--- config.mk ---
export PLATFORM = sky130hd
export DESIGN_NAME = dtyp_prep
export DESIGN_NICKNAME = d
export VERILOG_FILES = /design/src/design/dtyp_pkg.sv /design/src/design/dtyp_prep.sv
export SDC_FILE = /design/constraint.sdc
export NUM_CORES = 2
export LEC_CHECK = 0
export BUFFER_PORTS_ARGS = -buffer_cell sky130_fd_sc_hd__buf_2
export CORE_AREA = 2 2 279 281
export DETAILED_ROUTE_END_ITERATION = 7
export DIE_AREA = 0 0 281 283
export GPL_TIMING_DRIVEN = 1
export PLACE_DENSITY = 0.95
export SETUP_SLACK_MARGIN = 0.3
export SYNTH_ARGS = -nofsm -noshare
export SYNTH_HDL_FRONTEND = slang
export SYNTH_SLANG_ARGS = --single-unit
export TNS_END_PERCENT = 1
--- constraint.sdc ---
create_clock -name clk -period 19.67 [get_ports clk]
set_input_delay 3.934 -clock clk [delete_from_list [all_inputs] [get_ports clk]]
set_output_delay 3.934 -clock clk [all_outputs]
set_load 0.05 [all_outputs]
--- src/design/dtyp_pkg.sv ---
// Shared types and constants for the direction to yaw/pitch pipeline.
// No dependencies; used by every module of the block.
package dtyp_pkg;

    localparam int DW         = 64;
    localparam int AW         = 26;
    localparam int UW         = 25;
    localparam int SQRT_STEPS = 32;
    localparam int RAD_GUARD  = 28;
    localparam int TAB_LEN    = 30;

    localparam logic signed [AW-1:0] DEG_90  = AW'(90 * 32768);
    localparam logic [UW-1:0]        U_90    = UW'(90 * 32768);
    localparam logic [UW-1:0]        U_180   = UW'(180 * 32768);
    localparam logic [UW-1:0]        U_360   = UW'(360 * 32768);
    localparam logic [16:0]          OUT_90  = 17'd11520;
    localparam logic [16:0]          OUT_270 = 17'd34560;
    localparam logic [16:0]          OUT_MAX = 17'd46079;

    typedef struct packed {
        logic x_neg;
        logic y_neg;
        logic z_neg;
        logic z_pos;
        logic xy_zero;
        logic ax_zero;
        logic ay_zero;
        logic az_zero;
    } flags_t;

    typedef struct packed {
        logic [DW-1:0] m;
        logic [DW-1:0] res;
        logic [DW-1:0] yx;
        logic [DW-1:0] yy;
        logic [DW-1:0] pz;
        flags_t        f;
    } sq_t;

    typedef struct packed {
        logic signed [DW-1:0] yx;
        logic signed [DW-1:0] yy;
        logic signed [AW-1:0] ya;
        logic signed [DW-1:0] px;
        logic signed [DW-1:0] py;
        logic signed [AW-1:0] pa;
        flags_t               f;
    } cd_t;

    typedef struct packed {
        logic [UW-1:0] yaw_ang;
        logic [UW-1:0] pit_ang;
        logic          xy_zero;
        logic          z_pos;
    } fin_t;

    function automatic logic signed [AW-1:0] atan_entry(input int i);
        logic signed [AW-1:0] v;
        case (i)
            0:  v = AW'(1474560);
            1:  v = AW'(870484);
            2:  v = AW'(459940);
            3:  v = AW'(233473);
            4:  v = AW'(117189);
            5:  v = AW'(58652);
            6:  v = AW'(29333);
            7:  v = AW'(14667);
            8:  v = AW'(7334);
            9:  v = AW'(3667);
            10: v = AW'(1833);
            11: v = AW'(917);
            12: v = AW'(458);
            13: v = AW'(229);
            14: v = AW'(115);
            15: v = AW'(57);
            16: v = AW'(29);
            17: v = AW'(14);
            18: v = AW'(7);
            19: v = AW'(4);
            20: v = AW'(2);
            21: v = AW'(1);
            default: v = '0;
        endcase
        return v;
    endfunction

endpackage

--- src/design/dtyp_prep.sv ---
// Front end: absolute values and signs, squares, radius-squared and CORDIC operands.
// Three register stages; depends on dtyp_pkg.
module dtyp_prep #(
    parameter int COMP_WIDTH = 24
) (
    input  logic                       clk,
    input  logic                       rst_n,
    input  logic                       en,
    input  logic                       vin,
    input  logic signed [COMP_WIDTH-1:0] dir_x,
    input  logic signed [COMP_WIDTH-1:0] dir_y,
    input  logic signed [COMP_WIDTH-1:0] dir_z,
    output logic                       vout,
    output dtyp_pkg::sq_t              dout
);
    localparam int CW       = COMP_WIDTH;
    localparam int PRE_SH   = 60 - CW;
    localparam int SQ_SHIFT = 2 * (32 - CW);

    logic               v1_reg, v2_reg, v3_reg;
    logic [CW-1:0]      ax1_reg, ay1_reg, az1_reg;
    dtyp_pkg::flags_t   f1_reg, f2_reg;
    logic [CW-1:0]      ax2_reg, ay2_reg, az2_reg;
    logic [2*CW-1:0]    sqx2_reg, sqy2_reg;
    dtyp_pkg::sq_t      d3_reg;

    logic [CW-1:0]      ax_next, ay_next, az_next;
    dtyp_pkg::flags_t   f_next;
    logic [2*CW:0]      n_sum;
    dtyp_pkg::sq_t      d3_next;

    always_comb
    begin
        ax_next = dir_x[CW-1] ? (~dir_x + 1'b1) : dir_x;
        ay_next = dir_y[CW-1] ? (~dir_y + 1'b1) : dir_y;
        az_next = dir_z[CW-1] ? (~dir_z + 1'b1) : dir_z;
        f_next.x_neg   = dir_x[CW-1];
        f_next.y_neg   = dir_y[CW-1];
        f_next.z_neg   = dir_z[CW-1];
        f_next.z_pos   = !dir_z[CW-1] && (dir_z != '0);
        f_next.xy_zero = (dir_x == '0) && (dir_y == '0);
        f_next.ax_zero = (dir_x == '0);
        f_next.ay_zero = (dir_y == '0);
        f_next.az_zero = (dir_z == '0);
    end

    always_comb
    begin
        n_sum      = {1'b0, sqx2_reg} + {1'b0, sqy2_reg};
        d3_next.m   = dtyp_pkg::DW'(n_sum) << SQ_SHIFT;
        d3_next.res = '0;
        d3_next.yx  = dtyp_pkg::DW'(ax2_reg) << PRE_SH;
        d3_next.yy  = dtyp_pkg::DW'(ay2_reg) << PRE_SH;
        d3_next.pz  = dtyp_pkg::DW'(az2_reg) << PRE_SH;
        d3_next.f   = f2_reg;
    end

    always_ff @(posedge clk or negedge rst_n)
    begin
        if (!rst_n)
        begin
            v1_reg <= 1'b0;
            v2_reg <= 1'b0;
            v3_reg <= 1'b0;
        end
        else if (en)
        begin
            v1_reg <= vin;
            v2_reg <= v1_reg;
            v3_reg <= v2_reg;
        end
    end

    always_ff @(posedge clk)
    begin
        if (en)
        begin
            ax1_reg  <= ax_next;
            ay1_reg  <= ay_next;
            az1_reg  <= az_next;
            f1_reg   <= f_next;
            ax2_reg  <= ax1_reg;
            ay2_reg  <= ay1_reg;
            az2_reg  <= az1_reg;
            sqx2_reg <= ax1_reg * ax1_reg;
            sqy2_reg <= ay1_reg * ay1_reg;
            f2_reg   <= f1_reg;
            d3_reg   <= d3_next;
        end
    end

    assign vout = v3_reg;
    assign dout = d3_reg;
endmodule

==> impl_metrics.py <==
metrics = {
    "sta": {
        "slew_headroom_pct": 13.8,
        "fmax_ghz": 0.116,
        "setup_viol": 0,
        "finClkSkew_ps": 45.2,
        "worst_pin_slew_ps": 1290,
        "hold_viol": 0,
        "slew_viol_final": 0,
        "fin_tns_setup_ps": 0,
        "rsz0062_at_grt": "no",
        "finalCritPeriodShare_pct": 43.9,
        "fin_crit_ps": 8640,
        "timing.hold.ws_ps": 414,
    },
    "synth": {
        "synth_top_family_by_area": "adder cells",
        "synth_simple_gate_area_share_pct": 9.30,
        "synth-compound-area-share_pct": 5.95,
        "synth_edf_count": 380,
        "synth-seq-area-share_pct": 23.2,
        "synth_warnings": 0,
        "synth_area_um2": 49400,
        "synth_ff_type": "edfxtp_1",
        "yosysUniqueCellTypes": 77,
        "synth.mux.area_fraction_pct": 0.195,
        "synth-xor-area-share_pct": 3.70,
        "synth-adder-area-share_pct": 44.4,
        "async_reset_ff_share_pct": 0.783,
        "synth-seq-cells": 383,
        "synthCells": 4753,
        "syn_area_per_cell_um2": 10.4,
    },
    "clocking": {
        "postCtsResizedCells": 0,
        "ctsHoldBuffers": 0,
        "clkTransAtPathRegs_ps": 70,
        "cts_buffer_depth": 3,
        "clk-insertion-delay-late_ps": 620,
        "cts_tree": "yes",
        "cts-root-buf": "clkbuf_16",
        "numCtsBuffers": 45,
        "cts.sink_count": 383,
        "htree_levels": 2,
        "post_cts_buffers": 0,
    },
    "floorplanning": {
        "core_um2": 76700,
        "die_x_um": 281,
        "row_count": 102,
        "die-area_um2": 79500,
        "io_pins": 405,
        "die_h_um": 283,
        "initial_core_util_pct": 64.4,
    },
    "global_routing": {
        "grt.total_usage_pct": 30.9,
        "grt_pass1_wl_um": 192000,
        "grt_overflow_total": 0,
        "grt_max_degree": 119,
        "antenna_found_initial": 3,
        "grt_pass1_vias": 38100,
    },
    "worst_setup_path": {
        "critPathMaxFanout": 25,
        "start_kind": "register",
        "path_class": "reg2reg",
        "cp_data_arrival_time_ps": 8980,
        "cp-end-kind": "register",
        "crit_required_ps": 20010,
    },
    "final_layout": {
        "syn_to_final_growth_pct": 5.62,
        "largest_reg_flops": 128,
        "fin_nets": 6226,
        "drive_gt1_share_pct": 6.97,
    },
    "job": {
        "maxCapViolations": 0,
    },
    "drt": {
        "avgRoutedWirePerCell_um": 20.0,
        "drt_iter0_markers": 2888,
        "vias": 34100,
        "drc": 0,
        "drtAntennaViolNets": 0,
        "totalWireLength_um": 120000,
        "dr.pass1.iters": 5,
        "vias_per_cell": 5.70,
    },
    "status": {
        "status": "finished clean",
    },
    "placed_design": {
        "dp_hpwl_um": 91000,
        "port_buffers": 204,
        "gp_congestion": 0.929,
    },
    "min_path": {
        "holdCritPathClass": "reg2reg",
    },
}
-- path summary, 6_finish.rpt --
check                          endpoint  slack, ps  cells past startpoint   startpoint
setup reg to reg           sqx2_reg[44]      11030                     23   ax1_reg[2]
hold / removal                dout[184]        410                      0  ax2_reg[12]
setup / recovery           sqx2_reg[44]      11030                     23   ax1_reg[2]
hold reg to reg               dout[184]        410                      0  ax2_reg[12]
min in group asynchronous        v2_reg       3140                      1        rst_n
max in group asynchronous        v1_reg      16430                      1        rst_n
-- metrics by stage --
stage | cell area (um2) | setup WS, ps | utilization, % | instances
finish | 52200 | 11030 | 68.0 | 5976
global route | 52200 | 10840 | 68.0 | 5975
CTS | 52200 | 11280 | 68.0 | 5975
detailed placement | 50700 | 11370 | 66.1 | 5894
global placement | 50700 | 11840 | 66.1 | 5894
floorplan | 50200 | 12530 | - | 4952
-- synth_stat cells, types with 88 or more instances --
| library cell | instances | area share [%] |
|---|---|---|
| nand2_1 | 383 | 2.9 |
| ha_1 | 405 | 10 |
| a21oi_1 | 128 | 1.3 |
| xnor2_1 | 156 | 2.8 |
| clkbuf_1 | 133 | 1.0 |
| nor2_1 | 102 | 0.77 |
| edfxtp_1 | 380 | 23 |
| inv_1 | 1197 | 9.1 |
| and2_1 | 248 | 3.1 |
| a21o_1 | 88 | 1.3 |
| buf_4 | 200 | 3.0 |
| fa_1 | 844 | 34 |
-- routing by layer --
layer	vias up	routed length, um	GRT usage, %	share of wire (%)
met2	2015	59500	52.2	50
li1	14500	-	-	-
met5	-	36	0	0.030
met3	661	12500	7.23	10
met4	6	7360	17.7	6.2
met1	16900	40300	36.3	34
-- area by class of cell --
cell class,instances,area (um2)
multi-input cells,3038,32200
flip-flops and latches,383,11500
clock inverters,28,259
diodes,1,2.50
repair buffers,236,1270
well taps,1040,1300
inverters,1197,4490
clock buffers,53,1200
fillers,5119,24500
-- cell families after synthesis --
family	count (synthesis)
muxes	9
DFF	383
other	1
xor gates and xnor gates	209
and+or+nand+nor	922
adders and majority gates	1249
buffers and inverters	1531
AOI/OAI and AO/OA	449
-- critical path, stage by stage, from the launching register on --
cell	delay, ps
edfxtp_1	1120
nand2_1	330
fa_1	640
inv_1	70
fa_1	520
fa_1	570
inv_1	70
fa_1	510
inv_1	60
fa_1	500
fa_1	500
inv_1	50
fa_1	470
inv_1	50
ha_1	420
and3_1	260
and2_1	160
a221o_1	150
a21oi_1	80
o41ai_1	960
a221oi_2	210
o31ai_1	380
a21oi_1	140
xnor2_1	140
-- placed cells by master, fill, tap and decap left out, types with 102 or more instances in the layout --
master / instances
and2_1: 248
buf_2: 203
inv_1: 1197
xnor2_1: 156
conb_1: 200
fa_1: 844
a21oi_1: 128
nor2_1: 102
ha_1: 405
nand2_1: 383
edfxtp_1: 380
Power is left out: the tool's default activity adds up to more than one toggle a clock period on the data nets, which glitch-free logic cannot reach.
