[src/design/dtyp_pkg.sv]
// Shared types and constants for the direction to yaw/pitch pipeline.
// No dependencies; used by every module of the block.
package dtyp_pkg;

    localparam int DW         = 64;
    localparam int AW         = 26;
    localparam int UW         = 25;
    localparam int SQRT_STEPS = 32;
    localparam int RAD_GUARD  = 28;
    localparam int TAB_LEN    = 30;

    localparam logic signed [AW-1:0] DEG_90  = AW'(90 * 32768);
    localparam logic [UW-1:0]        U_90    = UW'(90 * 32768);
    localparam logic [UW-1:0]        U_180   = UW'(180 * 32768);
    localparam logic [UW-1:0]        U_360   = UW'(360 * 32768);
    localparam logic [16:0]          OUT_90  = 17'd11520;
    localparam logic [16:0]          OUT_270 = 17'd34560;
    localparam logic [16:0]          OUT_MAX = 17'd46079;

    typedef struct packed {
        logic x_neg;
        logic y_neg;
        logic z_neg;
        logic z_pos;
        logic xy_zero;
        logic ax_zero;
        logic ay_zero;
        logic az_zero;
    } flags_t;

    typedef struct packed {
        logic [DW-1:0] m;
        logic [DW-1:0] res;
        logic [DW-1:0] yx;
        logic [DW-1:0] yy;
        logic [DW-1:0] pz;
        flags_t        f;
    } sq_t;

    typedef struct packed {
        logic signed [DW-1:0] yx;
        logic signed [DW-1:0] yy;
        logic signed [AW-1:0] ya;
        logic signed [DW-1:0] px;
        logic signed [DW-1:0] py;
        logic signed [AW-1:0] pa;
        flags_t               f;
    } cd_t;

    typedef struct packed {
        logic [UW-1:0] yaw_ang;
        logic [UW-1:0] pit_ang;
        logic          xy_zero;
        logic          z_pos;
    } fin_t;

    function automatic logic signed [AW-1:0] atan_entry(input int i);
        logic signed [AW-1:0] v;
        case (i)
            0:  v = AW'(1474560);
            1:  v = AW'(870484);
            2:  v = AW'(459940);
            3:  v = AW'(233473);
            4:  v = AW'(117189);
            5:  v = AW'(58652);
            6:  v = AW'(29333);
            7:  v = AW'(14667);
            8:  v = AW'(7334);
            9:  v = AW'(3667);
            10: v = AW'(1833);
            11: v = AW'(917);
            12: v = AW'(458);
            13: v = AW'(229);
            14: v = AW'(115);
            15: v = AW'(57);
            16: v = AW'(29);
            17: v = AW'(14);
            18: v = AW'(7);
            19: v = AW'(4);
            20: v = AW'(2);
            21: v = AW'(1);
            default: v = '0;
        endcase
        return v;
    endfunction

endpackage

[src/design/dtyp_sqrt_stage.sv]
// One bit of the restoring integer square root of the radius squared.
// Depends on dtyp_pkg.
module dtyp_sqrt_stage #(
    parameter int STEP = 0
) (
    input  logic          clk,
    input  logic          rst_n,
    input  logic          en,
    input  logic          vin,
    input  dtyp_pkg::sq_t din,
    output logic          vout,
    output dtyp_pkg::sq_t dout
);
    localparam logic [dtyp_pkg::DW-1:0] BIT = dtyp_pkg::DW'(1) << (62 - 2 * STEP);

    logic               v_reg;
    dtyp_pkg::sq_t      d_reg, d_next;
    logic [dtyp_pkg::DW-1:0] trial;

    always_comb
    begin
        trial  = din.res + BIT;
        d_next = din;
        if (din.m >= trial)
        begin
            d_next.m   = din.m - trial;
            d_next.res = (din.res >> 1) + BIT;
        end
        else
        begin
            d_next.res = din.res >> 1;
        end
    end

    always_ff @(posedge clk or negedge rst_n)
    begin
        if (!rst_n)
            v_reg <= 1'b0;
        else if (en)
            v_reg <= vin;
    end

    always_ff @(posedge clk)
    begin
        if (en)
            d_reg <= d_next;
    end

    assign vout = v_reg;
    assign dout = d_reg;
endmodule

[config.mk]
export PLATFORM = sky130hd
export DESIGN_NAME = dtyp_sqrt_stage
export DESIGN_NICKNAME = d
export VERILOG_FILES = /design/src/design/dtyp_pkg.sv /design/src/design/dtyp_sqrt_stage.sv
export SDC_FILE = /design/constraint.sdc
export NUM_CORES = 1
export LEC_CHECK = 0
export ABC_AREA = 1
export BUFFER_PORTS_ARGS = -buffer_cell sky130_fd_sc_hd__buf_4
export CAP_MARGIN = 20
export CELL_PAD_IN_SITES_DETAIL_PLACEMENT = 1
export CELL_PAD_IN_SITES_GLOBAL_PLACEMENT = 1
export CORE_AREA = 2 2 261 263
export DETAILED_ROUTE_END_ITERATION = 12
export DIE_AREA = 0 0 263 265
export PLACE_DENSITY = 0.71
export SLEW_MARGIN = 20
export SYNTH_ARGS = -nofsm -noshare
export SYNTH_HDL_FRONTEND = slang
export SYNTH_SLANG_ARGS = --single-unit
[constraint.sdc]
create_clock -name clk -period 1.19 [get_ports clk]
set_input_delay 0.119 -clock clk [delete_from_list [all_inputs] [get_ports clk]]
set_output_delay 0.119 -clock clk [all_outputs]
set_load 0.05 [all_outputs]
==> reports/metrics.cfg, run 1 <==
[run_status]
status=complete, but fails checks
violations=setup timing

[worst_setup_path]
cp_top_family=simple AND/OR/NAND/NOR gates
cp_max_fo=8
worstSetupPathType=input port to flip-flop
timing.rr.start=vout
cp.arrival_ns=2.17
crit_chain=buf_4, inv_1, ha_1, nand2_1, inv_2, nand2_1, nor3_2, nand2_2, nor3_4, nand2_4, nand2_8, buf_12, clkinv_16, nand2_1, nand2_1
critical_path.max_stage_delay_ns=0.39
start_kind=input port
cp_common_cell=nand2_1
critPathBufInv=5
crit_path_top_delay_cell=ha_1
crit_start=din[256]
end_kind=flip-flop
crit_required_ns=1.50

[clock_tree]
root_buffer=clkbuf_16
cts_inserted_buffers=40
cts_sinks=329
cts-htree-levels=2
cts.clk_slew.worst_paths_ns=0.06
clock_path_buffers=3
tritoncts=built
insertion_delay_ns=0.57

[die]
die_area_um2=69700
core_area_um2=66800
num_io_pins=661
fp.dieW_um=263
rows=95
dieHeight_um=265
start_util_pct=25.6

[timing]
clock-skew-final_ns=0
setup_viol_count_final=395
fin_crit_ns=1.85
report.final.slew_viol_count=0
rsz0062_at_grt=yes
slew_headroom_pct=68.4
worstMarginPinSlew_ns=0.469
hold_ws_ns=0.0389
postLayoutSetupSlackWorst_ns=-0.661
final.setup.tns_ns=-62.87
finalHoldViolations=0
fmax_mhz=540
layout_worst_path_cycle_share_pct=156

[global_route]
antenna_found_initial=16
grt_overflow_total=0
grt_pass1_wl_um=150000
first_global_vias=21300
grt_usage_pct=29.7
grt_max_degree=40

[route]
drtPass1Iterations=7
remaining_drc_errors=0
wl_per_cell_um=25.1
drt_wl_total_um=106000
drtIter0Drc=1158
drt-vias-per-instance=4.52
drt.antenna.violating_nets=0
vias=19100

[synth]
ys_warn_count=0
yosysTopAreaCellShare_pct=57.7
syn_nets=2312
ys_top_cells_by_area=edfxtp_1 (58%), nand2_1 (17%), inv_1 (8.7%), ha_1 (4.7%), nor2_1 (2.4%)
yosys.area.top_type=edfxtp_1
synthArstFlopShare_pct=0.304
avgSynthCellArea_um2=8.92
synth_area_um2=17100
synth_seq_area_share_pct=57.8
synth.distinct_cells=35
synth_common_cells=nand2_1 (753), inv_1 (396), edfxtp_1 (328), nor2_1 (111), nand3_1 (79)
ys_ff_latch=329
postSynthCellCount=1915
synth-main-ff-cell=edfxtp_1
yosysMostFrequentCell=nand2_1
synth-edff-count=328

[final_layout]
final_util_pct=50.3
drive_gt1_share_pct=42.4
layout.nets=3725
area_delta_synth_final_pct=96.8
final_cell_count_no_fill=4234

[pwr]
p_leak_nw=16.3
irDropWorstVdd_v=0.00107
p_per_area_nw_per_um2=1280
design_power_total_w=0.0432

[placement]
dpl.cell_count=3791
numPortBuffers=660
hpwl_um=77300
gp_congestion=0.954

[min_path]
min-delay-start=en
hold_class=input port to flip-flop

[flow_run]
maxCapViolCount=0

[path summary, 6_finish.rpt]
path	end	slack [ns]	cells past startpoint
setup / recovery	dout[318]	-0.66	15
hold / removal	dout[209]	0.04	2
setup reg to reg	vout	0.41	1
hold reg to reg	vout	0.56	1
max in group asynchronous	vout	0.62	3
min in group asynchronous	vout	0.46	3
[layer usage]
metal	share of wire [%]	GRT usage, %
met1	38	33.3
met4	4.2	11.3
met2	52	55.7
met3	5.2	5.58
met5	0.11	0
[cell usage in the layout (no fill, tap or decap), drive strengths merged, types with 4 or more instances in the layout]
cell	instances
inv	415
clkinv	20
clkbuf	48
buf	1048
nor2	122
nor3	10
o21ai	8
dlygate4sd3	329
ha	64
nand4	20
edfxtp	328
diode	4
xor2	30
a21oi	44
nand3	90
nand2	769
[per-stage QoR]
stage / worst slack [ns] / cell area (um^2)
after floorplan: -0.781 / 17200
after global placement: -1.44 / 25900
after detailed placement: -1.40 / 25900
after CTS: -0.523 / 33200
after global routing: -0.714 / 33600
final: -0.661 / 33600
[power breakdown]
group	total (W)	switching, W	internal (W)
Combinational	0.0166	0.00988	0.00667
Clock	0.0118	0.00534	0.00645
Sequential	0.0148	0.000719	0.0141
[cell families (layout without fill, tap and decap cells)]
group | Yosys count | after routing | synth area share (%)
adders and majority gates | 65 | 65 | 4.80
muxes | 1 | 1 | 0.0659
AOI/OAI and AO/OA | 52 | 52 | 1.57
other | 0 | 4 | 0
xor gates and xnor gates | 32 | 32 | 1.64
DFF | 329 | 329 | 57.8
and+or+nand+nor | 1015 | 1016 | 24.4
buffers and inverters | 421 | 1862 | 9.68
[layout make-up]
type	count	area, um^2
Sequential cell	329	9870
Tap cell	873	1090
Timing Repair inverter	6	131
Inverter	408	1560
Timing Repair Buffer	1377	12800
Clock buffer	48	1030
Clock inverter	23	169
Fill cell	7476	33200
Antenna cell	4	10.0
Multi-Input combinational cell	1166	6940
[timing repair]
item                                    CTS  global route
hold buffers                            329             0
endpoints found under the setup margin  395           395
pin swaps                                31            18
cloned                                   11             1
resized for setup                       571           107
buffers inserted                         23             8
endpoints found under the hold margin   329             0
[flip-flops by register name, indices dropped and copies added (netlist names)]
signal and count:
dout 328, vout 1
(Power assumes the default switching activity.)
==> run 2: changes to the inputs <==
--- a/config.mk
+++ b/config.mk
@@ -5,15 +5,14 @@
 export SDC_FILE = /design/constraint.sdc
 export NUM_CORES = 1
 export LEC_CHECK = 0
-export ABC_AREA = 1
 export BUFFER_PORTS_ARGS = -buffer_cell sky130_fd_sc_hd__buf_4
 export CAP_MARGIN = 20
 export CELL_PAD_IN_SITES_DETAIL_PLACEMENT = 1
 export CELL_PAD_IN_SITES_GLOBAL_PLACEMENT = 1
-export CORE_AREA = 2 2 261 263
+export CORE_AREA = 2 2 257 259
 export DETAILED_ROUTE_END_ITERATION = 12
-export DIE_AREA = 0 0 263 265
-export PLACE_DENSITY = 0.71
+export DIE_AREA = 0 0 259 261
+export PLACE_DENSITY = 0.65
 export SLEW_MARGIN = 20
 export SYNTH_ARGS = -nofsm -noshare
 export SYNTH_HDL_FRONTEND = slang
==> run 2 against run 1 <==
Net effect: the run still ends with setup timing left; synthesized cell count down 41%; setup slack got worse by 0.53 ns; clock power grew 8%; critical endpoint is now dout[326]; utilization decreased by 1.7 points; count of clock-buffer cells in the layout increased by 5; clock skew did not move.
==> reports/metrics.cfg, run 2 <==
[worst_setup_path]
end_kind=flip-flop
crit_path_top_delay_cell=a2111oi_4
worstSetupPathType=input port to flip-flop
crit_chain=buf_8, ha_4, buf_6, buf_4, buf_4, buf_4, o211ai_1, a21oi_1, o2bb2ai_1, a2111oi_4, nor2_4, a21oi_2, a21oi_1, or3b_1
cp_max_fo=5  ; -3
start_kind=input port
critical_path.max_stage_delay_ns=0.38  ; about the same
cp.arrival_ns=2.71  ; +0.54 ns
cp_common_cell=buf_4
crit_required_ns=1.52  ; +0.02 ns

[clock_tree]
cts-htree-levels=2  ; unchanged
insertion_delay_ns=0.57  ; about the same
clock_path_buffers=3  ; unchanged
cts_sinks=329  ; unchanged
cts.clk_slew.worst_paths_ns=0.06  ; about the same
tritoncts=built
root_buffer=clkbuf_16
cts_inserted_buffers=42  ; +5.0%

[min_path]
hold_class=input port to flip-flop

[timing]
finalHoldViolations=0  ; unchanged
clock-skew-final_ns=0  ; unchanged
postLayoutSetupSlackWorst_ns=-1.19  ; -0.533 ns
fmax_mhz=420  ; -22%
slew_headroom_pct=46.0  ; -22 points
rsz0062_at_grt=yes
worstMarginPinSlew_ns=0.808  ; +0.339 ns
fin_crit_ns=2.38  ; +0.533 ns
report.final.slew_viol_count=0  ; unchanged
layout_worst_path_cycle_share_pct=200  ; +45 points
setup_viol_count_final=395  ; unchanged

[synth]
ys_top_cells_by_area=edfxtp_1 (65%), ha_1 (5.3%), a21oi_1 (3.3%), mux2_1 (2.5%), xnor2_1 (2.3%)
synth_area_um2=15100  ; -11%
postSynthCellCount=1121  ; -41%
synth-edff-count=328  ; unchanged
ys_warn_count=0  ; unchanged
synthArstFlopShare_pct=0.304  ; unchanged
ys_ff_latch=329  ; unchanged
synth-main-ff-cell=edfxtp_1
synth_seq_area_share_pct=65.3  ; +7.5 points
syn_nets=1518  ; -34%
yosysMostFrequentCell=edfxtp_1
avgSynthCellArea_um2=13.5  ; +51%
yosysTopAreaCellShare_pct=65.1  ; +7.5 points
yosys.area.top_type=edfxtp_1
synth.distinct_cells=68  ; +94%
synth_common_cells=edfxtp_1 (328), a21oi_1 (101), inv_1 (87), nand2_1 (69), ha_1 (64)

[route]
remaining_drc_errors=0  ; unchanged
drtIter0Drc=615  ; -47%
drt_wl_total_um=84400  ; -21%
wl_per_cell_um=24.6  ; -1.8%
vias=15200  ; -20%
drt.antenna.violating_nets=0  ; unchanged
drt-vias-per-instance=4.45  ; -1.6%
drtPass1Iterations=5  ; -2

[final_layout]
fill_cells=6762  ; -9.6%
largest_reg_flops=328  ; unchanged
layout.nets=2916  ; -22%
layout_commonest_cell=buf_4
final_util_pct=48.6  ; -1.7 points
area_delta_synth_final_pct=109
final_cell_mix=buf_4 (680), buf_6 (353), edfxtp_1 (328)
drive_gt1_share_pct=53.0  ; +11 points

[die]
num_io_pins=661  ; unchanged
start_util_pct=23.2  ; -2.3 points
dieHeight_um=261  ; -1.5%
die_area_um2=67600  ; -3.0%
rows=94  ; -1.1%
fp.dieW_um=259  ; -1.5%
core_area_um2=65000  ; -2.6%

[pwr]
irDropWorstVdd_v=0.000922  ; -14%
p_leak_nw=13.7  ; -16%
p_per_area_nw_per_um2=1350  ; +5.5%
design_power_total_w=0.0428  ; -0.79%

[global_route]
grt_max_degree=54  ; +35%
grt_usage_pct=23.9  ; -5.8 points
first_global_vias=17300  ; -19%
grt_overflow_total=0  ; unchanged
antenna_found_initial=27  ; +11
grt_pass1_wl_um=119000  ; -21%

[run_status]
status=complete, but fails checks
violations=setup timing

[flow_run]
maxCapViolCount=0  ; unchanged

[placement]
numPortBuffers=660  ; unchanged
hpwl_um=58900  ; -24%
gp_congestion=0.895  ; -6.1%
pre_cts_ws_ns=-2.31  ; -0.911 ns

## run 2: cell types whose count changed after synthesis, sizes merged, moves of 37 or more
| cell | previous run | this run |
|---|---|---|
| nor2 | 122 | 61 |
| a21o | 0 | 41 |
| a21oi | 44 | 101 |
| nand3 | 90 | 10 |
| mux2 | 1 | 52 |
| inv | 407 | 87 |
| nand2 | 768 | 69 |
| xnor2 | 2 | 39 |
| o21ai | 8 | 51 |
## run 2: cell type report
cell class	instances	area, um^2	area share (%)
well taps	864	1080	3.42
repair buffers	1390	13000	41.1
multi-input cells	669	5950	18.8
clock buffers	53	1130	3.59
diodes	12	30.0	0.0950
clock inverters	22	203	0.641
flip-flops and latches	329	9870	31.2
inverters	87	357	1.13
## run 2: worst max-delay path: cells and delay by family
family	cells	cell delay (ns)
simple gates	2	0.47
compound gates	6	1.25
fa+ha+maj	1	0.25
buf+inv	5	0.60
## run 2: final timing paths
| check | cells past startpoint | from | slack, ns | to |
|---|---|---|---|---|
| max | 14 | din[286] | -1.19 | dout[326] |
| min | 4 | din[324] | 0.07 | dout[324] |
| max reg2reg | 2 | vout | 0.28 | vout |
| min reg2reg | 2 | vout | 0.66 | vout |
| max in group asynchronous | 3 | rst_n | 0.68 | vout |
| min in group asynchronous | 3 | rst_n | 0.41 | vout |
## run 2: power by group
part,internal [W],total [W],switching [W]
registers,0.0141,0.0147,0.000625
clock network,0.00723,0.0127,0.00549
logic,0.00699,0.0154,0.00841
total,0.0283,0.0428,0.0145
## run 2: stage by stage
step	instances	hold WS (ns)	TNS, ns	cell area [um^2]
after CTS	3408	0.0151	-106.17	31200
after detailed placement	2972	-0.104	-132.80	24100
final	3426	0.0692	-95.62	31600
after floorplan	1121	-0.177	-97.02	15400
after global placement	2972	-0.105	-132.23	24100
after global routing	3421	0.0851	-112.76	31600
## run 2: routing by layer
| layer | track usage (%) | share of wire [%] | up-vias |
|---|---|---|---|
| met5 | 0 | 0.16 | - |
| met4 | 12.3 | 5.9 | 22 |
| met3 | 6.35 | 5.9 | 202 |
| met2 | 44.2 | 52 | 521 |
| met1 | 24.9 | 36 | 7461 |
| li1 | - | - | 7029 |
## run 2: cells by family after synthesis
family          Yosys count  synth area share [%]
fa+ha+maj                65                  5.43
buf+inv                 123                  3.36
mux                      53                  3.94
compound gates          272                  11.5
simple gates            223                  7.19
xor+xnor                 56                  3.24
flops                   329                  65.3
## run 2: timing repair
action	in CTS	in global routing
gates cloned	7	0
gates resized for setup	540	75
hold endpoints to repair	337	0
pin swaps	50	37
endpoints found under the setup margin	395	395
hold buffers	325	0
setup buffers	33	11
