--- config.mk ---
export PLATFORM = sky130hd
export DESIGN_NAME = dtyp_finish
export DESIGN_NICKNAME = d
export VERILOG_FILES = /design/src/design/dtyp_pkg.sv /design/src/design/dtyp_finish.sv
export SDC_FILE = /design/constraint.sdc
export NUM_CORES = 1
export LEC_CHECK = 0
export ABC_AREA = 1
export BUFFER_PORTS_ARGS = -buffer_cell sky130_fd_sc_hd__buf_4
export CORE_AREA = 4 4 136 138
export DETAILED_ROUTE_END_ITERATION = 6
export DIE_AREA = 0 0 140 142
export HOLD_SLACK_MARGIN = 0.05
export MAX_ROUTING_LAYER = met4
export SYNTH_ARGS = -nofsm -noshare
export SYNTH_HDL_FRONTEND = slang
export SYNTH_SLANG_ARGS = --single-unit
export TNS_END_PERCENT = 20
--- constraint.sdc ---
create_clock -name clk -period 3 [get_ports clk]
set_input_delay 0.6 -clock clk [delete_from_list [all_inputs] [get_ports clk]]
set_output_delay 0.6 -clock clk [all_outputs]
set_load 0.02 [all_outputs]
--- src/design/dtyp_pkg.sv ---
// Shared types and constants for the direction to yaw/pitch pipeline.
// No dependencies; used by every module of the block.
package dtyp_pkg;

    localparam int DW         = 64;
    localparam int AW         = 26;
    localparam int UW         = 25;
    localparam int SQRT_STEPS = 32;
    localparam int RAD_GUARD  = 28;
    localparam int TAB_LEN    = 30;

    localparam logic signed [AW-1:0] DEG_90  = AW'(90 * 32768);
    localparam logic [UW-1:0]        U_90    = UW'(90 * 32768);
    localparam logic [UW-1:0]        U_180   = UW'(180 * 32768);
    localparam logic [UW-1:0]        U_360   = UW'(360 * 32768);
    localparam logic [16:0]          OUT_90  = 17'd11520;
    localparam logic [16:0]          OUT_270 = 17'd34560;
    localparam logic [16:0]          OUT_MAX = 17'd46079;

    typedef struct packed {
        logic x_neg;
        logic y_neg;
        logic z_neg;
        logic z_pos;
        logic xy_zero;
        logic ax_zero;
        logic ay_zero;
        logic az_zero;
    } flags_t;

    typedef struct packed {
        logic [DW-1:0] m;
        logic [DW-1:0] res;
        logic [DW-1:0] yx;
        logic [DW-1:0] yy;
        logic [DW-1:0] pz;
        flags_t        f;
    } sq_t;

    typedef struct packed {
        logic signed [DW-1:0] yx;
        logic signed [DW-1:0] yy;
        logic signed [AW-1:0] ya;
        logic signed [DW-1:0] px;
        logic signed [DW-1:0] py;
        logic signed [AW-1:0] pa;
        flags_t               f;
    } cd_t;

    typedef struct packed {
        logic [UW-1:0] yaw_ang;
        logic [UW-1:0] pit_ang;
        logic          xy_zero;
        logic          z_pos;
    } fin_t;

    function automatic logic signed [AW-1:0] atan_entry(input int i);
        logic signed [AW-1:0] v;
        case (i)
            0:  v = AW'(1474560);
            1:  v = AW'(870484);
            2:  v = AW'(459940);
            3:  v = AW'(233473);
            4:  v = AW'(117189);
            5:  v = AW'(58652);
            6:  v = AW'(29333);
            7:  v = AW'(14667);
            8:  v = AW'(7334);
            9:  v = AW'(3667);
            10: v = AW'(1833);
            11: v = AW'(917);
            12: v = AW'(458);
            13: v = AW'(229);
            14: v = AW'(115);
            15: v = AW'(57);
            16: v = AW'(29);
            17: v = AW'(14);
            18: v = AW'(7);
            19: v = AW'(4);
            20: v = AW'(2);
            21: v = AW'(1);
            default: v = '0;
        endcase
        return v;
    endfunction

endpackage

--- src/design/dtyp_finish.sv ---
// Back end: clamp, quadrant restore, rounding to 1/128 degree, saturation, negation.
// Two register stages, the second being the output register; depends on dtyp_pkg.
module dtyp_finish (
    input  logic          clk,
    input  logic          rst_n,
    input  logic          en,
    input  logic          vin,
    input  dtyp_pkg::cd_t din,
    output logic          vout,
    output logic [15:0]   yaw_out,
    output logic [16:0]   neg_pitch_out
);
    logic               v1_reg, v2_reg;
    dtyp_pkg::fin_t     f_reg, f_next;
    logic [15:0]        yaw_reg, yaw_next;
    logic [16:0]        neg_reg, neg_next;
    logic [dtyp_pkg::UW-1:0] a, b;
    logic [17:0]        qy, qp;
    logic [16:0]        pit;

    function automatic logic [dtyp_pkg::UW-1:0] clamp(input logic signed [dtyp_pkg::AW-1:0] z);
        logic [dtyp_pkg::UW-1:0] r;
        if (z < 0)
            r = '0;
        else if (z > dtyp_pkg::DEG_90)
            r = dtyp_pkg::U_90;
        else
            r = z[dtyp_pkg::UW-1:0];
        return r;
    endfunction

    always_comb
    begin
        if (din.f.ay_zero)
            a = '0;
        else if (din.f.ax_zero)
            a = dtyp_pkg::U_90;
        else
            a = clamp(din.ya);
        b = din.f.az_zero ? '0 : clamp(din.pa);
        if (!din.f.x_neg)
            f_next.yaw_ang = din.f.y_neg ? (dtyp_pkg::U_360 - a) : a;
        else
            f_next.yaw_ang = din.f.y_neg ? (dtyp_pkg::U_180 + a) : (dtyp_pkg::U_180 - a);
        f_next.pit_ang = din.f.z_neg ? (dtyp_pkg::U_360 - b) : b;
        f_next.xy_zero = din.f.xy_zero;
        f_next.z_pos   = din.f.z_pos;
    end

    always_comb
    begin
        qy = 18'((f_reg.yaw_ang + 25'd128) >> 8);
        qp = 18'((f_reg.pit_ang + 25'd128) >> 8);
        if (f_reg.xy_zero)
        begin
            yaw_next = '0;
            pit      = f_reg.z_pos ? dtyp_pkg::OUT_90 : dtyp_pkg::OUT_270;
        end
        else
        begin
            yaw_next = (qy > 18'(dtyp_pkg::OUT_MAX)) ? dtyp_pkg::OUT_MAX[15:0] : qy[15:0];
            pit      = (qp > 18'(dtyp_pkg::OUT_MAX)) ? dtyp_pkg::OUT_MAX : qp[16:0];
        end
        neg_next = ~pit + 1'b1;
    end

    always_ff @(posedge clk or negedge rst_n)
    begin
        if (!rst_n)
        begin
            v1_reg <= 1'b0;
            v2_reg <= 1'b0;
        end
        else if (en)
        begin
            v1_reg <= vin;
            v2_reg <= v1_reg;
        end
    end

    always_ff @(posedge clk)
    begin
        if (en)
        begin
            f_reg   <= f_next;
            yaw_reg <= yaw_next;
            neg_reg <= neg_next;
        end
    end

    assign vout          = v2_reg;
    assign yaw_out       = yaw_reg;
    assign neg_pitch_out = neg_reg;
endmodule

==> out/metrics.yaml, run 1 <==
cp.required_ns: 3.07
setup_violations: 0
post-place-cells: 1093
critPathKind: "reg2reg"
grt_max_degree: 47
hold_viol_final: 0
clock_path_buffers: 2
min_path_type: "in2reg"
core_um2: 17180
gr-total-overflow: 0
synthTopCellsByArea: "edfxtp_1, nand2_1, inv_1"
finClkSkew_ns: 0.008474
largest_reg_flops: 38
syn_area_per_cell_um2: 7.298
ys_top_cells_by_count: "nand2_1, inv_1, nor2_1"
grt_pass1_wl_um: 22870
max_slew.worst_pin.slew_ns: 0.6460
synth_top_area_share_pct: 38.44
syn_area_um2: 5547
clock_latency_ns: 0.33
cts.clk_slew.worst_paths_ns: 0.06
vias_per_cell: 4.573
die_x_um: 140
synth_warnings: 0
cts_max_level: 3
drc: 0
hold_path_depth: 1
whs_ns: 0.4640
wl_um: 13680
ys_ff_latch: 73
postRouteAntennaNets: 0
area_delta_synth_final_pct: 27.02
synthArstFlopShare_pct: 2.740
path_cells: "ha_2 > nand2_1 > nor2_1 > nand2_1 > inv_2 > nand2_2 > o21bai_1 > nand2_1 > nor2_1 > nand3_2 > nand3_1 > nand2_1 > ha_1 > buf_4 > nand2_4 > clkinv_1 > nand3_1 > nand2_1"
finalCriticalPeriod_ns: 2.754
vias: 5076
p_leak_nw: 3.256
drt-wirelength-per-cell_um: 12.33
cts_buffers: 9
yosysUniqueCellTypes: 43
drive_above_1_share_pct: 20.90
synth_cells: 760
port-buffer-count: 97
design_area_um2: 7046
antenna_found_initial: 0
cts_tree: "yes"
outcome: "complete, no violations"
ys_seq_area_share_pct: 39.34
worstPathArrival_ns: 2.82
synth_top_cell_by_area: "edfxtp_1"
power_density_nw_per_um2: 448.8
drt_first_pass_iters: 7
track_usage_pct: 14.28
synth.most_common_cell: "nand2_1"
crit_top_cell: "nand2_1"
ir_drop_mv: 0.3060
cpPeakStageDelay_ns: 0.41
dieArea_um2: 19880
final_nets: 1207
io-pin-count: 354
cp_slowest_cell: "edfxtp_1"
die_y_um: 142
rows: 48
dp_hpwl_um: 10960
grt_pass1_vias: 4851
placed_area_um2: 6668
cap_violations: 0
finalCritPeriodShare_pct: 91.80
start_util_pct: 32.29
ys.flop_type: "edfxtp_1"
antenna_cells: 0
ff2ff_path_depth: 18
gp_congestion: 0.8659
cp-start-kind: "flip-flop"
finalNonFillerCells: 1110
worstSetupEndpointType: "flip-flop"
timing.fmax_mhz: 363.1
cp_max_fo: 5
finalMaxSlewViolations: 0
relSlewSlack_pct: 56.67
synth-edff-count: 71
cts_sinks: 73
clockRootBuffer: "clkbuf_16"
drtIter0Drc: 209
==> repair_timing <==
action                     CTS  global route
hold endpoints to repair     2             0
setup endpoints to repair    0            11
hold buffers                 1             0
resized for setup            0             9
buffers inserted             0             0
==> stage by stage <==
step	utilization, %	total power, W	TNS (ns)	setup slack [ns]
3_5_place_dp	38.82	0.002010	0	0.1347
4_1_cts	40.79	0.003181	0	0.1236
2_1_floorplan	-	0.001725	0	0.4122
5_1_grt	41.02	0.003333	-0.008734	-0.008734
6_report	41.02	0.003162	0	0.2460
3_3_place_gp	38.82	0.002013	0	0.1469
==> layout make-up <==
| type | instances | area [um^2] |
|---|---|---|
| Timing Repair Buffer | 118 | 900.9 |
| Fill cell | 1811 | 10130 |
| Tap cell | 225 | 281.5 |
| Clock inverter | 6 | 90.09 |
| Clock buffer | 10 | 239.0 |
| Inverter | 112 | 420.4 |
| Sequential cell | 73 | 2182 |
| Multi-Input combinational cell | 566 | 2932 |
==> worst paths after layout <==
path	from	end	slack (ns)
setup / recovery	f_reg[9]	neg_pitch_out[14]	0.25
hold / removal	din[4]	f_reg[0]	0.46
setup reg to reg	f_reg[9]	neg_pitch_out[14]	0.25
hold reg to reg	v1_reg	vout	0.52
max in group asynchronous	rst_n	v1_reg	2.33
min in group asynchronous	rst_n	vout	0.58
==> report_power, final <==
part           internal [W]  switching, W  leakage, nW  total (W)
clock              0.000753      0.000406        0.159    0.00116
combinational      0.000277      0.000436         2.38   0.000713
sequential          0.00124     0.0000539        0.716    0.00129
==> critical path, delay by kind of cell (launching register included) <==
kind,cells,cell delay [ns]
DFF,1,0.41
and+or+nand+nor,12,1.16
buffers and inverters,3,0.31
adders and majority gates,2,0.46
AOI/OAI and AO/OA,1,0.14
==> cells in the final DEF (no fill, tap or decap), drive strengths merged, types with 2 or more instances in the layout <==
cell / n
nand2: 212
buf: 117
inv: 110
nor2: 108
nand3: 73
edfxtp: 71
xor2: 32
o21ai: 25
a21oi: 20
nor3: 20
xnor2: 19
nand4: 16
clkbuf: 10
o211ai: 7
ha: 7
nor4: 5
clkinv: 5
nand3b: 3
o21bai: 3
conb: 3
o31ai: 2
a31oi: 2
or2: 2
bufinv: 2
dfrtp: 2
==> cells by family (layout without fill, tap and decap cells) <==
logic type	count (synthesis)	after routing	share of synthesized area (%)
simple gates	442	442	35.69
buf+inv	123	246	8.640
flops	73	73	39.34
compound gates	63	63	6.632
xor+xnor	51	51	8.053
fa+ha+maj	7	7	1.579
other cells	1	3	0.06761
==> per-layer routing <==
| layer | wire [um] | global-route usage, % |
|---|---|---|
| met1 | 7235 | 20.75 |
| met2 | 5826 | 21.27 |
| met3 | 422 | 1.512 |
| met4 | 197 | 3.876 |
| met5 | 0 | - |
No activity file was read; power rests on OpenSTA's default activity.
==> run 2, diff against run 1 <==
PLACE_DENSITY = 0.68   (was default)
==> run 2 against run 1 <==
  * Hold slack got worse by 0.0093 ns
  * Clock-buffer cell count increased by 1
  * Final cell count unchanged
  * Sequential power about the same
  * Total power decreased by 1.2%
  * Global-route usage decreased by 0.21 points
  * Highest routed layer unchanged
==> out/metrics.yaml, run 2 (synthesis gave the netlist of run 1 again) <==
outcome: "complete, no violations"
cp_max_fo: 5
drt_first_pass_iters: 4
clock_path_buffers: 2
drive_above_1_share_pct: 20.45
die_x_um: 140
finalCritPeriodShare_pct: 91.68
clock_latency_ns: 0.33
wl_um: 13600
cts_buffers: 9
clockRootBuffer: "clkbuf_16"
drtIter0Drc: 295
cp.required_ns: 3.09
vias_per_cell: 4.613
min_path_type: "in2reg"
finalCriticalPeriod_ns: 2.751
rr_startpoint: "f_reg[14]"
grt_pass1_vias: 4732
antenna_cells: 0
hp-start: "din[4]"
max_slew.worst_pin.slew_ns: 0.9140
postRouteAntennaNets: 0
relSlewSlack_pct: 39.06
cp-start-kind: "flip-flop"
final_nets: 1207
grt_max_degree: 76
ir_drop_mv: 0.2512
cap_violations: 0
rows: 48
gr-total-overflow: 0
finalMaxSlewViolations: 0
port-buffer-count: 97
setup_violations: 0
cts_sinks: 73
cts_tree: "yes"
dp_hpwl_um: 10750
hold_viol_final: 0
worstPathArrival_ns: 2.84
antenna_found_initial: 0
crit_start: "f_reg[14]"
start_util_pct: 32.29
die_y_um: 142
drc: 0
totalPowerFinal_w: 0.003124
io-pin-count: 354
area_delta_synth_final_pct: 26.42
cts.clk_slew.worst_paths_ns: 0.06
p_leak_nw: 3.235
finClkSkew_ns: 0.009997
worstSetupEndpointType: "flip-flop"
layout_commonest_cell: "nand2_1"
critPathKind: "reg2reg"
dieArea_um2: 19880
timing.fmax_mhz: 363.6
drt-wirelength-per-cell_um: 12.25
track_usage_pct: 14.07
power_density_nw_per_um2: 445.6
n_fill_cell: 1791
tns_ns: 0
gp_congestion: 0.9114
largest_reg_flops: 38
cts_max_level: 3
grt_pass1_wl_um: 22570
vias: 5120
rsz0062_at_grt: "false"
final_cell_mix: "nand2_1, buf_4, inv_1, nor2_1, edfxtp_1"
core_um2: 17180
[run 2: cell type report]
| cell class | instances | area, um^2 | share of cell area, % |
|---|---|---|---|
| Clock buffer | 11 | 232.7 | 3.319 |
| Clock inverter | 5 | 81.33 | 1.160 |
| Inverter | 112 | 420.4 | 5.996 |
| Multi-Input combinational cell | 566 | 2925 | 41.72 |
| Timing Repair Buffer | 118 | 888.4 | 12.67 |
| Sequential cell | 73 | 2182 | 31.12 |
| Tap cell | 225 | 281.5 | 4.015 |
[run 2: through the flow]
stage | setup slack (ns) | hold slack [ns] | instance area (um^2) | std cells | utilization, %
4_1_cts | 0.1818 | 0.4454 | 6957 | 1107 | 40.50
5_1_grt | 0.003290 | 0.4465 | 7012 | 1110 | 40.82
3_3_place_gp | 0.1641 | 0.3830 | 6633 | 1090 | 38.61
2_1_floorplan | 0.4122 | 0.3044 | 5554 | 762 | -
3_5_place_dp | 0.1418 | 0.3838 | 6633 | 1090 | 38.61
6_report | 0.2495 | 0.4546 | 7012 | 1110 | 40.82
[run 2: path summary, 6_finish.rpt]
kind                               endpoint  slack, ns  cells past startpoint
max                        neg_pitch_out[9]       0.25                     14
min                                f_reg[0]       0.45                      1
max reg2reg                neg_pitch_out[9]       0.25                     14
min reg2reg                            vout       0.51                      2
max in group asynchronous              vout       2.34                      2
min in group asynchronous            v1_reg       0.58                      2
[run 2: where the power goes]
part           internal (W)  switching (W)
clock              0.000728       0.000396
combinational      0.000276       0.000433
sequential          0.00124      0.0000541
total               0.00224       0.000883
[run 2: what timing repair did]
action | 4_1_cts | 5_1_grt
setup endpoints to repair | 0 | 6
setup buffers | 0 | 3
hold buffers | 1 | 0
hold endpoints to repair | 2 | 0
resized for setup | 0 | 7
[run 2: metal layers]
layer	part of all wire, %	track usage [%]	vias up
met5	0	-	-
li1	-	-	2713
met1	50	19.75	2273
met3	4.0	1.546	11
met4	1.3	3.825	0
met2	44	21.75	123
[run 2: critical path, stage by stage, from the launching register on]
cell	delay, ns
edfxtp_1	0.41
nand2_1	0.14
nor3_2	0.28
nand2_1	0.17
xor2_2	0.20
nor2_1	0.07
nor2_2	0.20
buf_4	0.17
nand3_1	0.09
nand2_2	0.13
nand2_1	0.14
nor2_1	0.16
nand2_2	0.11
o21ai_1	0.14
nand2_1	0.07
==> run 3, diff against run 2 <==
ABC_AREA = default   (was 1)
CORE_AREA = 4 4 137 139   (was 4 4 136 138)
DIE_AREA = 0 0 141 143   (was 0 0 140 142)
PLACE_DENSITY = 0.65   (was 0.68)
==> run 3 against run 2 <==
  * The run now ends with setup timing left
  * Largest cell class unchanged
  * Sequential cell count unchanged
  * Non-clock buffer count grew 47
  * Global-route usage down 0.29 points
  * Clock skew rose by 0.0015 ns
==> out/metrics.yaml, run 3 <==
cap_violations: 0
timing.fmax_mhz: 329.9
routed-wl-met2_um: 6523
finalCritPeriodShare_pct: 101.0
p_leak_nw: 2.639
synth_top_area_share_pct: 40.98
area_delta_synth_final_pct: 36.29
die_x_um: 141
antenna_found_initial: 0
final_nets: 1024
clock_latency_ns: 0.34
ys_seq_area_share_pct: 41.94
layout_commonest_cell: "buf_4"
synthArstFlopShare_pct: 2.740
synth_top_cell_by_area: "edfxtp_1"
postRouteAntennaNets: 0
min_path_type: "in2reg"
ys_ff_latch: 73
largest_reg_flops: 38
dieArea_um2: 20160
crit_start: "f_reg[9]"
whs_ns: 0.4322
endpoint: "neg_pitch_out[8]"
dp_hpwl_um: 10480
die_y_um: 143
synth_warnings: 0
violations: "setup timing"
vias_per_cell: 5.035
gr-total-overflow: 0
cp.required_ns: 3.06
ys.flop_type: "edfxtp_1"
fin_util_pct: 40.16
rsz0062_at_grt: "true"
cts_max_level: 3
n_fill_cell: 1754
path_cells: "ha_4 > and3_4 > xnor2_2 > a31oi_2 > nor3b_2 > o21a_2 > o21ai_2 > ha_2 > o211ai_1 > or4_1 > a31oi_1 > o21ai_1"
cpPeakStageDelay_ns: 0.48
cp-start-kind: "flip-flop"
antenna_cells: 0
finClkSkew_ns: 0.01153
drc: 0
ys_top_cells_by_count: "edfxtp_1, nor2_1, nand2_1"
clock_path_buffers: 2
power_density_nw_per_um2: 450.4
grt_pass1_wl_um: 21750
vias: 4688
cts_tree: "yes"
port-buffer-count: 97
core_um2: 17660
gp_congestion: 0.8710
cp_max_fo: 4
r2r-end: "neg_pitch_out[8]"
finalNonFillerCells: 931
critPathKind: "reg2reg"
syn_area_um2: 5202
synth-edff-count: 71
cp_slowest_cell: "edfxtp_1"
tns_ns: -0.05949
grt_max_degree: 34
finalMaxSlewViolations: 0
start_util_pct: 29.46
r2r_slack_ns: -0.03
finalCriticalPeriod_ns: 3.031
wl_um: 13580
grt_pass1_vias: 4330
hold_viol_final: 0
drtIter0Drc: 344
max_slew.worst_pin.slew_ns: 0.6359
syn_area_per_cell_um2: 9.563
clockRootBuffer: "clkbuf_16"
track_usage_pct: 13.78
cts_sinks: 73
drt_first_pass_iters: 5
worst_slack_ns: -0.03148
highest_layer: "met4"
io-pin-count: 354
drive_above_1_share_pct: 31.62
outcome: "finished with violations"
multiInputGateArea_um2: 2980
worstPathArrival_ns: 3.09
ff2ff_path_depth: 12
cts_buffers: 9
final_cell_mix: "buf_4, edfxtp_1, nor2_1, nand2_1, xnor2_1"
rows: 49
wl_met3_um: 731
drt-met1-wl_um: 6163
regArea_um2: 2182
ir_drop_mv: 0.2235
cts.clk_slew.worst_paths_ns: 0.07
relSlewSlack_pct: 56.94
worstSetupEndpointType: "flip-flop"
post-place-cells: 908
drt-wirelength-per-cell_um: 14.59
yosysUniqueCellTypes: 72
synthTopCellsByArea: "edfxtp_1, xnor2_1, xor2_1"
rr_startpoint: "f_reg[9]"
synth.most_common_cell: "edfxtp_1"
setup_violations: 2
synth_cells: 544
[run 3: cell types whose count changed in the layout (fill, tap and decap cells not counted), moves of 7 or more]
cell	before	now
nor2_2	7	0
o21ai_0	19	27
nand2_2	16	0
nand3_1	69	21
buf_4	117	163
or3_1	0	10
nor2_1	98	48
inv_1	104	16
xnor2_1	19	36
nand2_1	195	46
nor4_1	5	12
[run 3: worst min-delay path by stage]
| stage | slack, ns | cells past startpoint | to | start |
|---|---|---|---|---|
| after floorplan | 0.30 | 0 | v1_reg | rst_n |
| after global placement | 0.38 | 1 | vout | rst_n |
| after detailed placement | 0.38 | 1 | vout | rst_n |
| after CTS | 0.42 | 1 | f_reg[0] | din[4] |
| after global routing | 0.42 | 1 | f_reg[0] | din[4] |
| final | 0.43 | 1 | f_reg[0] | din[4] |
[run 3: cell families (layout without fill, tap and decap cells)]
family          count (synthesis)  after routing  share of synthesized area [%]
simple gates                  232            232                          24.58
buf+inv                        41            197                          3.511
xor+xnor                       66             66                          11.11
fa+ha+maj                       7              7                          1.683
compound gates                117            117                          15.68
other cells                     1              3                        0.07208
flops                          73             73                          41.94
mux                             7              7                          1.419
[run 3: layout make-up]
type / instances / area share [%]
multi-input combinational: 432 / 42.03
sequential: 73 / 30.77
timing repair buffer: 165 / 17.56
inverter: 16 / 0.8470
clock buffer: 11 / 3.282
tap: 229 / 4.041
clock inverter: 5 / 1.465
[run 3: what timing repair did]
item	4_1_cts	5_1_grt
cloned	0	0
endpoints found under the setup margin	2	7
endpoints found under the hold margin	2	0
hold buffers	1	0
pin swaps	10	7
resized for setup	11	5
buffers inserted	2	4
[run 3: critical path, delay by kind of cell (launching register included)]
family | cells | cell delay (ns)
DFF | 1 | 0.48
and+or+nand+nor | 3 | 0.77
AOI/OAI and AO/OA | 6 | 0.93
xor gates and xnor gates | 1 | 0.13
adders and majority gates | 2 | 0.43
[run 3: layer usage]
metal / vias up / track usage [%]
met4: 0 / 3.876
li1: 2350 / -
met3: 17 / 2.713
met5: - / -
met1: 2190 / 18.04
met2: 131 / 21.85
[run 3: report_power, final]
part	switching (W)	internal, W	total [W]
Clock	0.000412	0.000813	0.00123
Sequential	0.0000622	0.00123	0.00129
Combinational	0.000369	0.000310	0.000679
Total	0.000843	0.00235	0.00319
[run 3: metrics by stage]
step / instance area [um^2] / setup slack, ns / power (W)
4_1_cts: 7028 / 0.0002378 / 0.003210
2_1_floorplan: 5264 / -0.1067 / 0.001656
3_5_place_dp: 6598 / -0.1765 / 0.001962
6_report: 7091 / -0.03148 / 0.003193
5_1_grt: 7091 / -0.1605 / 0.003340
3_3_place_gp: 6598 / -0.1418 / 0.001957
